===== src/hdl/dmx_pkg.sv =====
// shared types and constants for the differential drive mixer
// no dependencies; used by every module of the block
`default_nettype none

package dmx_pkg;

	localparam int CMD_W   = 12;
	localparam int DB_W    = 10;
	localparam int ALPHA_W = 9;
	localparam int DIR_W   = 2;
	localparam int MAG_W   = 12;
	localparam int DUTY_W  = 12;
	localparam int CFG_IDX_W = 2;
	localparam int CFG_DAT_W = 12;

	localparam logic [ALPHA_W-1:0] ALPHA_ONE = 9'd256;
	localparam logic [DUTY_W-1:0]  DUTY_MAX  = 12'd4095;
	localparam int DIV_STEPS = DUTY_W;

	localparam logic [CFG_IDX_W-1:0] REG_CENTER   = 2'd0;
	localparam logic [CFG_IDX_W-1:0] REG_DEADBAND = 2'd1;
	localparam logic [CFG_IDX_W-1:0] REG_MAX      = 2'd2;
	localparam logic [CFG_IDX_W-1:0] REG_ALPHA    = 2'd3;

	localparam logic [CMD_W-1:0]   CENTER_RST   = 12'd2048;
	localparam logic [DB_W-1:0]    DEADBAND_RST = 10'd64;
	localparam logic [CMD_W-1:0]   MAX_RST      = 12'd4095;
	localparam logic [ALPHA_W-1:0] ALPHA_RST    = 9'd64;

	localparam logic signed [DIR_W-1:0] DIR_FWD  = 2'sb01;
	localparam logic signed [DIR_W-1:0] DIR_REV  = 2'sb11;
	localparam logic signed [DIR_W-1:0] DIR_STOP = 2'sb00;

	typedef struct packed {
		logic [CMD_W-1:0]   center;
		logic [DB_W-1:0]    deadband;
		logic [CMD_W-1:0]   maxv;
		logic [ALPHA_W-1:0] alpha;
	} dmx_cfg_t;

	typedef struct packed {
		logic load;
		logic mix;
		logic filt;
		logic scale;
		logic dinit;
		logic div_step;
		logic out_load;
	} dmx_cmd_t;

endpackage

`default_nettype wire


===== src/hdl/differential_drive_mixer_with_smoothing_core.sv =====
// top level of the differential drive mixer with smoothing
// depends on dmx_pkg, dmx_regs, dmx_ctrl and dmx_datapath
//
// usage:
// - input channel (in_valid / in_stall) carries one throttle and steering
//   command per transaction; in_stall is high while an item is in progress
// - output channel (out_valid / out_stall) carries direction and duty for
//   both motors, one result transaction per input transaction
// - configuration channel (cfg_valid / cfg_ready, cfg_index, cfg_data) writes
//   center, deadband, max value and smoothing alpha; cfg_ready is always high,
//   writes belong to idle periods
// - a new input is taken only once the previous result has been loaded into
//   the output register, so the block works on one item at a time
// - the duty comes from the 12-step restoring divider that scales the
//   filtered magnitude to a duty, one quotient bit per cycle for both sides
// - while the receiver stalls, the finished result stays in the output
//   register and the next item is taken and computed up to its final step
// - reset clears the filter state to zero, loads the register defaults and
//   leaves no result pending
`default_nettype none

module differential_drive_mixer_with_smoothing_core #(
	parameter int DUTY_FULL_SCALE = 4095
) (
	input  wire logic                               clk,
	input  wire logic                               arst_n,
	input  wire logic                               in_valid,
	output logic                                    in_stall,
	input  wire logic [dmx_pkg::CMD_W-1:0]          throttle_in,
	input  wire logic [dmx_pkg::CMD_W-1:0]          steering_in,
	output logic                                    out_valid,
	input  wire logic                               out_stall,
	output logic signed [dmx_pkg::DIR_W-1:0]        left_dir,
	output logic signed [dmx_pkg::DIR_W-1:0]        right_dir,
	output logic [dmx_pkg::DUTY_W-1:0]              left_pwm,
	output logic [dmx_pkg::DUTY_W-1:0]              right_pwm,
	input  wire logic                               cfg_valid,
	output logic                                    cfg_ready,
	input  wire logic [dmx_pkg::CFG_IDX_W-1:0]      cfg_index,
	input  wire logic [dmx_pkg::CFG_DAT_W-1:0]      cfg_data
);

	dmx_pkg::dmx_cfg_t cfg;
	dmx_pkg::dmx_cmd_t cmd;
	logic              busy;

	assign cfg_ready = 1'b1;
	assign in_stall  = busy;

	dmx_regs u_regs (
		.clk      (clk),
		.arst_n   (arst_n),
		.wr_en    (cfg_valid && cfg_ready),
		.wr_index (cfg_index),
		.wr_data  (cfg_data),
		.cfg      (cfg)
	);

	dmx_ctrl u_ctrl (
		.clk       (clk),
		.arst_n    (arst_n),
		.in_valid  (in_valid),
		.out_stall (out_stall),
		.busy      (busy),
		.out_valid (out_valid),
		.cmd       (cmd)
	);

	dmx_datapath #(
		.DUTY_FULL_SCALE (DUTY_FULL_SCALE)
	) u_dp (
		.clk         (clk),
		.arst_n      (arst_n),
		.cfg         (cfg),
		.cmd         (cmd),
		.throttle_in (throttle_in),
		.steering_in (steering_in),
		.left_dir    (left_dir),
		.right_dir   (right_dir),
		.left_pwm    (left_pwm),
		.right_pwm   (right_pwm)
	);

`ifndef SYNTHESIS
	a_busy_after_accept: assert property (@(posedge clk) disable iff (!arst_n)
		in_valid && !in_stall |=> in_stall)
		else $error("input accepted but block not busy next cycle");

	a_result_from_busy: assert property (@(posedge clk) disable iff (!arst_n)
		$rose(out_valid) |-> $past(in_stall))
		else $error("result appeared without an item in progress");

	a_dir_code: assert property (@(posedge clk) disable iff (!arst_n)
		out_valid |-> (left_dir != 2'sb10 && right_dir != 2'sb10))
		else $error("illegal direction code on output");
`endif

endmodule

`default_nettype wire


===== src/hdl/dmx_regs.sv =====
// configuration register file: center, deadband, max value, smoothing alpha
// depends on dmx_pkg
`default_nettype none

module dmx_regs (
	input  wire logic                           clk,
	input  wire logic                           arst_n,
	input  wire logic                           wr_en,
	input  wire logic [dmx_pkg::CFG_IDX_W-1:0]  wr_index,
	input  wire logic [dmx_pkg::CFG_DAT_W-1:0]  wr_data,
	output dmx_pkg::dmx_cfg_t                   cfg
);

	dmx_pkg::dmx_cfg_t cfg_q;

	always_ff @(posedge clk or negedge arst_n) begin
		if (!arst_n) begin
			cfg_q.center   <= dmx_pkg::CENTER_RST;
			cfg_q.deadband <= dmx_pkg::DEADBAND_RST;
			cfg_q.maxv     <= dmx_pkg::MAX_RST;
			cfg_q.alpha    <= dmx_pkg::ALPHA_RST;
		end else if (wr_en) begin
			case (wr_index)
				dmx_pkg::REG_CENTER:   cfg_q.center   <= wr_data[dmx_pkg::CMD_W-1:0];
				dmx_pkg::REG_DEADBAND: cfg_q.deadband <= wr_data[dmx_pkg::DB_W-1:0];
				dmx_pkg::REG_MAX:      cfg_q.maxv     <= wr_data[dmx_pkg::CMD_W-1:0];
				dmx_pkg::REG_ALPHA:    cfg_q.alpha    <= wr_data[dmx_pkg::ALPHA_W-1:0];
				default: ;
			endcase
		end
	end

	assign cfg = cfg_q;

endmodule

`default_nettype wire


===== src/hdl/dmx_ctrl.sv =====
// sequencing state machine: mix, filter, scale, divide, output handshake
// depends on dmx_pkg
`default_nettype none

module dmx_ctrl (
	input  wire logic     clk,
	input  wire logic     arst_n,
	input  wire logic     in_valid,
	input  wire logic     out_stall,
	output logic          busy,
	output logic          out_valid,
	output dmx_pkg::dmx_cmd_t cmd
);

	localparam int CNT_W = $clog2(dmx_pkg::DIV_STEPS);
	localparam logic [CNT_W-1:0] CNT_LAST = CNT_W'(dmx_pkg::DIV_STEPS - 1);

	localparam logic [2:0] ST_IDLE  = 3'd0;
	localparam logic [2:0] ST_MIX   = 3'd1;
	localparam logic [2:0] ST_FILT  = 3'd2;
	localparam logic [2:0] ST_SCALE = 3'd3;
	localparam logic [2:0] ST_DINIT = 3'd4;
	localparam logic [2:0] ST_DIV   = 3'd5;
	localparam logic [2:0] ST_DONE  = 3'd6;

	logic [2:0]       state_q, state_d;
	logic [CNT_W-1:0] cnt_q;
	logic             out_valid_q;

	always_comb begin
		cmd     = '0;
		state_d = state_q;
		case (state_q)
			ST_IDLE: begin
				if (in_valid) begin
					cmd.load = 1'b1;
					state_d  = ST_MIX;
				end
			end
			ST_MIX: begin
				cmd.mix = 1'b1;
				state_d = ST_FILT;
			end
			ST_FILT: begin
				cmd.filt = 1'b1;
				state_d  = ST_SCALE;
			end
			ST_SCALE: begin
				cmd.scale = 1'b1;
				state_d   = ST_DINIT;
			end
			ST_DINIT: begin
				cmd.dinit = 1'b1;
				state_d   = ST_DIV;
			end
			ST_DIV: begin
				cmd.div_step = 1'b1;
				if (cnt_q == CNT_LAST) begin
					state_d = ST_DONE;
				end
			end
			ST_DONE: begin
				if (!out_valid_q || !out_stall) begin
					cmd.out_load = 1'b1;
					state_d      = ST_IDLE;
				end
			end
			default: state_d = ST_IDLE;
		endcase
	end

	always_ff @(posedge clk or negedge arst_n) begin
		if (!arst_n) begin
			state_q     <= ST_IDLE;
			cnt_q       <= '0;
			out_valid_q <= 1'b0;
		end else begin
			state_q <= state_d;
			if (state_q == ST_DIV) begin
				cnt_q <= cnt_q + CNT_W'(1);
			end else begin
				cnt_q <= '0;
			end
			if (cmd.out_load) begin
				out_valid_q <= 1'b1;
			end else if (!out_stall) begin
				out_valid_q <= 1'b0;
			end
		end
	end

	assign busy      = (state_q != ST_IDLE);
	assign out_valid = out_valid_q;

endmodule

`default_nettype wire


===== src/hdl/dmx_datapath.sv =====
// two-lane datapath: recentre, deadband, mix, smoothing filter, duty divider
// depends on dmx_pkg; driven by commands from dmx_ctrl
`default_nettype none

module dmx_datapath #(
	parameter int DUTY_FULL_SCALE = 4095
) (
	input  wire logic                               clk,
	input  wire logic                               arst_n,
	input  wire dmx_pkg::dmx_cfg_t                  cfg,
	input  wire dmx_pkg::dmx_cmd_t                  cmd,
	input  wire logic [dmx_pkg::CMD_W-1:0]          throttle_in,
	input  wire logic [dmx_pkg::CMD_W-1:0]          steering_in,
	output logic signed [dmx_pkg::DIR_W-1:0]        left_dir,
	output logic signed [dmx_pkg::DIR_W-1:0]        right_dir,
	output logic [dmx_pkg::DUTY_W-1:0]              left_pwm,
	output logic [dmx_pkg::DUTY_W-1:0]              right_pwm
);

	localparam int MAG_W = dmx_pkg::MAG_W;
	localparam int DFS_W = $clog2(DUTY_FULL_SCALE + 1);
	localparam int PW    = dmx_pkg::DUTY_W + DFS_W;
	localparam int CMP_W = (DFS_W > MAG_W) ? DFS_W : MAG_W;
	localparam logic [DFS_W-1:0] DFS_V = DFS_W'(DUTY_FULL_SCALE);

	logic [dmx_pkg::CMD_W-1:0]          thr_q, str_q;
	logic signed [dmx_pkg::DIR_W-1:0]   dir_q [2];
	logic [MAG_W-1:0]                   mag_q [2];
	logic [MAG_W-1:0]                   smooth_q [2];
	logic [PW-1:0]                      prod_q [2];
	logic [MAG_W-1:0]                   rem_q [2];
	logic [dmx_pkg::DUTY_W-1:0]         dvd_q [2];
	logic [dmx_pkg::DUTY_W-1:0]         quot_q [2];
	logic                               sat_q [2];
	logic signed [dmx_pkg::DIR_W-1:0]   odir_q [2];
	logic [dmx_pkg::DUTY_W-1:0]         oduty_q [2];

	logic [MAG_W-1:0]              span;
	logic [dmx_pkg::ALPHA_W-1:0]   alpha;
	logic signed [13:0]            dbs, thr_c, str_c, thr_d, str_d;
	logic signed [13:0]            mix [2];
	logic [15:0]                   side [2];
	logic signed [12:0]            diff [2];
	logic signed [22:0]            fprod [2];
	logic signed [14:0]            fsum [2];
	logic [CMP_W-1:0]              hi_ext [2];
	logic [13:0]                   trial [2];

	function automatic logic [15:0] side_calc(input logic signed [13:0] m,
	                                          input logic signed [13:0] db,
	                                          input logic [MAG_W-1:0] sp);
		logic [13:0]       a;
		logic signed [1:0] d;
		if (m > db) begin
			d = dmx_pkg::DIR_FWD;
			a = $unsigned(m);
		end else if (m < -db) begin
			d = dmx_pkg::DIR_REV;
			a = $unsigned(-m);
		end else begin
			d = dmx_pkg::DIR_STOP;
			a = '0;
		end
		if (a > {2'b00, sp}) begin
			a = {2'b00, sp};
		end
		return {d, a};
	endfunction

	always_comb begin
		span  = (cfg.maxv > cfg.center) ? (cfg.maxv - cfg.center) : '0;
		alpha = (cfg.alpha > dmx_pkg::ALPHA_ONE) ? dmx_pkg::ALPHA_ONE : cfg.alpha;
		dbs   = $signed({4'b0000, cfg.deadband});
		thr_c = $signed({2'b00, thr_q}) - $signed({2'b00, cfg.center});
		str_c = $signed({2'b00, str_q}) - $signed({2'b00, cfg.center});
		thr_d = (thr_c > -dbs && thr_c < dbs) ? '0 : thr_c;
		str_d = (str_c > -dbs && str_c < dbs) ? '0 : str_c;
		mix[0] = thr_d + str_d;
		mix[1] = thr_d - str_d;
		for (int i = 0; i < 2; i++) begin
			side[i]   = side_calc(mix[i], dbs, span);
			diff[i]   = $signed({1'b0, mag_q[i]}) - $signed({1'b0, smooth_q[i]});
			fprod[i]  = $signed({1'b0, alpha}) * diff[i];
			fsum[i]   = $signed({3'b000, smooth_q[i]}) + 15'(fprod[i] >>> 8);
			hi_ext[i] = CMP_W'(prod_q[i][PW-1:dmx_pkg::DUTY_W]);
			trial[i]  = {1'b0, rem_q[i], dvd_q[i][dmx_pkg::DUTY_W-1]} - {2'b00, span};
		end
	end

	always_ff @(posedge clk or negedge arst_n) begin
		if (!arst_n) begin
			smooth_q[0] <= '0;
			smooth_q[1] <= '0;
		end else if (cmd.filt) begin
			smooth_q[0] <= fsum[0][MAG_W-1:0];
			smooth_q[1] <= fsum[1][MAG_W-1:0];
		end
	end

	always_ff @(posedge clk) begin
		if (cmd.load) begin
			thr_q <= throttle_in;
			str_q <= steering_in;
		end
		for (int i = 0; i < 2; i++) begin
			if (cmd.mix) begin
				dir_q[i] <= $signed(side[i][15:14]);
				mag_q[i] <= side[i][MAG_W-1:0];
			end
			if (cmd.scale) begin
				prod_q[i] <= PW'(smooth_q[i]) * PW'(DFS_V);
			end
			if (cmd.dinit) begin
				sat_q[i]  <= (hi_ext[i] >= CMP_W'(span));
				rem_q[i]  <= hi_ext[i][MAG_W-1:0];
				dvd_q[i]  <= prod_q[i][dmx_pkg::DUTY_W-1:0];
				quot_q[i] <= '0;
			end
			if (cmd.div_step) begin
				rem_q[i]  <= trial[i][13] ? {rem_q[i][MAG_W-2:0], dvd_q[i][dmx_pkg::DUTY_W-1]}
				                          : trial[i][MAG_W-1:0];
				quot_q[i] <= {quot_q[i][dmx_pkg::DUTY_W-2:0], ~trial[i][13]};
				dvd_q[i]  <= {dvd_q[i][dmx_pkg::DUTY_W-2:0], 1'b0};
			end
			if (cmd.out_load) begin
				odir_q[i] <= dir_q[i];
				if (span == '0) begin
					oduty_q[i] <= '0;
				end else if (sat_q[i]) begin
					oduty_q[i] <= dmx_pkg::DUTY_MAX;
				end else begin
					oduty_q[i] <= quot_q[i];
				end
			end
		end
	end

	assign left_dir  = odir_q[0];
	assign right_dir = odir_q[1];
	assign left_pwm  = oduty_q[0];
	assign right_pwm = oduty_q[1];

endmodule

`default_nettype wire


===== config.mk =====
export PLATFORM = sky130hd
export DESIGN_NAME = differential_drive_mixer_with_smoothing_core
export DESIGN_NICKNAME = d
export VERILOG_FILES = /design/src/hdl/dmx_pkg.sv /design/src/hdl/differential_drive_mixer_with_smoothing_core.sv /design/src/hdl/dmx_regs.sv /design/src/hdl/dmx_ctrl.sv /design/src/hdl/dmx_datapath.sv
export SDC_FILE = /design/constraint.sdc
export NUM_CORES = 2
export LEC_CHECK = 0
export BUFFER_PORTS_ARGS = -buffer_cell sky130_fd_sc_hd__buf_4
export CORE_MARGIN = 5
export CORE_UTILIZATION = 40
export DETAILED_ROUTE_END_ITERATION = 6
export MAX_ROUTING_LAYER = met4
export PLACE_DENSITY = 0.67
export SYNTH_ARGS = -nofsm -noshare
export SYNTH_HDL_FRONTEND = slang
export SYNTH_SLANG_ARGS = --single-unit

===== constraint.sdc =====
create_clock -name clk -period 10.4 [get_ports clk]
set_clock_uncertainty 0.1 [all_clocks]
set_input_delay 2.08 -clock clk [delete_from_list [all_inputs] [get_ports clk]]
set_output_delay 2.08 -clock clk [all_outputs]
set_load 0.01 [all_outputs]

==> summary.md <==
| Metric | Value |
|---|---|
| Outcome | `finished clean` |
| Hold Path Stages | `1` |
| Die area | `90700 um2` |
| CTS root buf | `clkbuf_16` |
| Most frequent cell after synthesis | `inv_1` |
| # DRC | `0` |
| Ports | `74` |
| Wirelength, routed | `85.7 mm` |
| Async S/R FF share, synth | `27.1%` |
| Fin. max-slew vios | `0` |
| CP startpoint kind | `register` |
| Die Width | `301 um` |
| Pre-antenna DRT Iters | `5` |
| Worst EP arrival | `10.28 ns` |
| Post-synthesis cell type count | `102` |
| Fin crit period | `10.04 ns` |
| Clk buf depth | `3` |
| Initial Util | `40.4%` |
| Setup TNS | `0 ns` |
| Largest area contributor in the netlist | `fa_1` |
| Nets@finish | `4501` |
| Core area | `83800 um2` |
| Register area | `7950 um2` |
| EDFF count, synth | `201` |
| Fmax achieved | `99.6 MHz` |
| Post-layout util | `45.2%` |
| Top cell by count, worst path | `o21a_1` |
| CP top delay family | `compound AO/OA/AOI/OAI gates` |
| Final cell count without fillers | `4824` |
| Crit-path slowest cell | `or3_4` |
| Synth top area share | `19.3%` |
| Fraction of layout cells with a size suffix above 1 | `11.4%` |
| Clock insertion delay at the later pin of the skew report | `0.61 ns` |
| Area Growth Syn to Fin | `11.7%` |
| Max_slew headroom | `17.5%` |
| CTS Buf Count | `31` |
| Synth Net Count | `4356` |
| CP max FO | `6` |
| Clock sinks | `277` |
| Via density | `5.19` |
| FF-to-FF path depth | `48` |
| GP Congestion | `0.941` |
| Sequential fraction of the synthesis area | `23.5%` |
| Main synth FF type | `edfxtp_1` |
| Global-route wire length before repair | `136 mm` |
| CTS tree | `yes` |
| Total global routing overflow | `0` |
| Fin. Hold Viols | `0` |
| Area taken by multi-input logic gates | `23900 um2` |
| Worst min-delay path class | `register to register` |
| Antenna diode count | `0` |
| Max-cap violations | `0` |
| Final antenna-violating net count | `0` |
| Post-synth top cells | `570 x inv_1, 466 x ha_1, 327 x fa_1, 297 x nor2_1, 273 x nand2_1` |
| Kind of critical path | `register to register` |
| Worst-path clk slew | `0.06 ns` |
| Antenna violations before repair | `0` |
| Post-synthesis average cell area | `9.63 um2` |
| Critical Path End Type | `register` |
| Area contributors post-synth | `fa_1 19%, edfxtp_1 18%, ha_1 17%` |
| Synth Warn # | `0` |
| Vias in the first global route | `25000` |
| # setup viols final | `0` |
| Routed vias | `25100` |
| Buf/Inv on CP | `7` |
| Synthesized area | `33900 um2` |
| Filler cell count | `7963` |
| Port bufs | `72` |
| Mean routed wirelength per cell | `17.8 um` |
| Post-DP HPWL | `69.6 mm` |
| DP Cell Count | `4739` |
| Row cnt | `106` |
| Worst path max stage delay | `0.43 ns` |
| Slew @ Worst Pin | `1.23 ns` |
| Largest net degree at the start of global routing | `68` |
| Total GRT Usage | `19.2%` |
| Initial DRC Count | `1387` |
| #FFs+latches synth | `277` |
| Required time worst endpoint | `10.64 ns` |
| Critical path depth in cells | `48` |
| H-tree depth | `1` |
| Period utilization | `96.6%` |
| Die height | `301 um` |
| Syn Inst Count | `3520` |
cells in the final DEF (no fill, tap or decap), types with 13 or more instances in the layout:
master     instances
nor3_1            51
nand2b_1          53
a21oi_1          118
and3_1            33
xor2_1            42
dfrtp_1           60
clkbuf_16         31
o21ai_0          134
nand3_1           27
o21bai_1          19
and2_1            56
dfstp_2           15
a21boi_0          22
inv_1            562
edfxtp_1         201
mux2i_1           31
mux2_2            44
nor2b_1           49
fa_1             323
a21o_1            62
ha_1             461
nor2_1           290
xnor2_1          138
or3_1             21
a211o_1           13
buf_4            182
a22o_1            13
o21a_1            49
nand4_1           21
nand2_1          271
stage by stage:
step,area [um2],setup slack (ns),hold WS (ns)
2_1_floorplan,33900,0.0405,0.300
3_3_place_gp,36200,-0.00613,0.356
3_5_place_dp,36200,-0.377,0.369
4_1_cts,37400,0.0130,0.378
5_1_grt,37900,-0.0309,0.393
6_report,37900,0.358,0.375
timing repair:
action	4_1_cts	5_1_grt
pin swaps	2	32
setup endpoints to repair	24	25
hold buffers	0	0
resized for setup	7	83
buffers inserted	2	22
gates cloned	1	2
final timing paths:
kind | start | endpoint | slack [ns]
min | u_ctrl.cnt_q[0] | u_ctrl.cnt_q[0] | 0.37
max in group asynchronous | arst_n | u_regs.cfg[33] | 7.79
min reg2reg | u_ctrl.cnt_q[0] | u_ctrl.cnt_q[0] | 0.37
max reg2reg | u_regs.cfg[39] | u_dp.mag_q[0][13] | 0.36
max | u_regs.cfg[39] | u_dp.mag_q[0][13] | 0.36
min in group asynchronous | arst_n | u_ctrl.cnt_q[0] | 1.19
flip-flops by register name (all words and copies together), names as in the netlist, 24 cells and up:
signal	cells
u_dp.dvd_q	24
u_regs.cfg	43
u_dp.smooth_q	24
u_dp.rem_q	24
u_dp.oduty_q	24
u_dp.prod_q	48
u_dp.mag_q	24
u_dp.quot_q	24
metal layers:
| layer | track usage [%] | share of wire, % | vias up |
|---|---|---|---|
| li1 | - | - | 12100 |
| met1 | 25.2 | 44 | 12300 |
| met2 | 31.3 | 47 | 555 |
| met3 | 2.85 | 5.1 | 121 |
| met4 | 5.06 | 3.1 | 0 |
| met5 | - | 0 | - |
cells by family after synthesis:
group / Yosys count / synth area share (%)
flip-flops: 277 / 23.5
other: 1 / 0.0111
AND/OR/NAND/NOR: 942 / 13.1
multiplexers: 93 / 3.09
AO/OA/AOI/OAI: 578 / 11.6
buffers and inverters: 649 / 7.26
adder cells (fa/ha/maj): 793 / 36.5
XOR/XNOR: 187 / 4.95
area by class of cell:
class	instances	area share [%]
multi-input combinational	2596	63.1
sequential	277	21.0
inverter	574	5.69
tap	1134	3.75
timing repair buffer	185	3.70
clock buffer	37	2.11
clock inverter	21	0.655
Power is not shown: default switching activity piles up to over one toggle a cycle in this logic, so the estimate is an artifact.
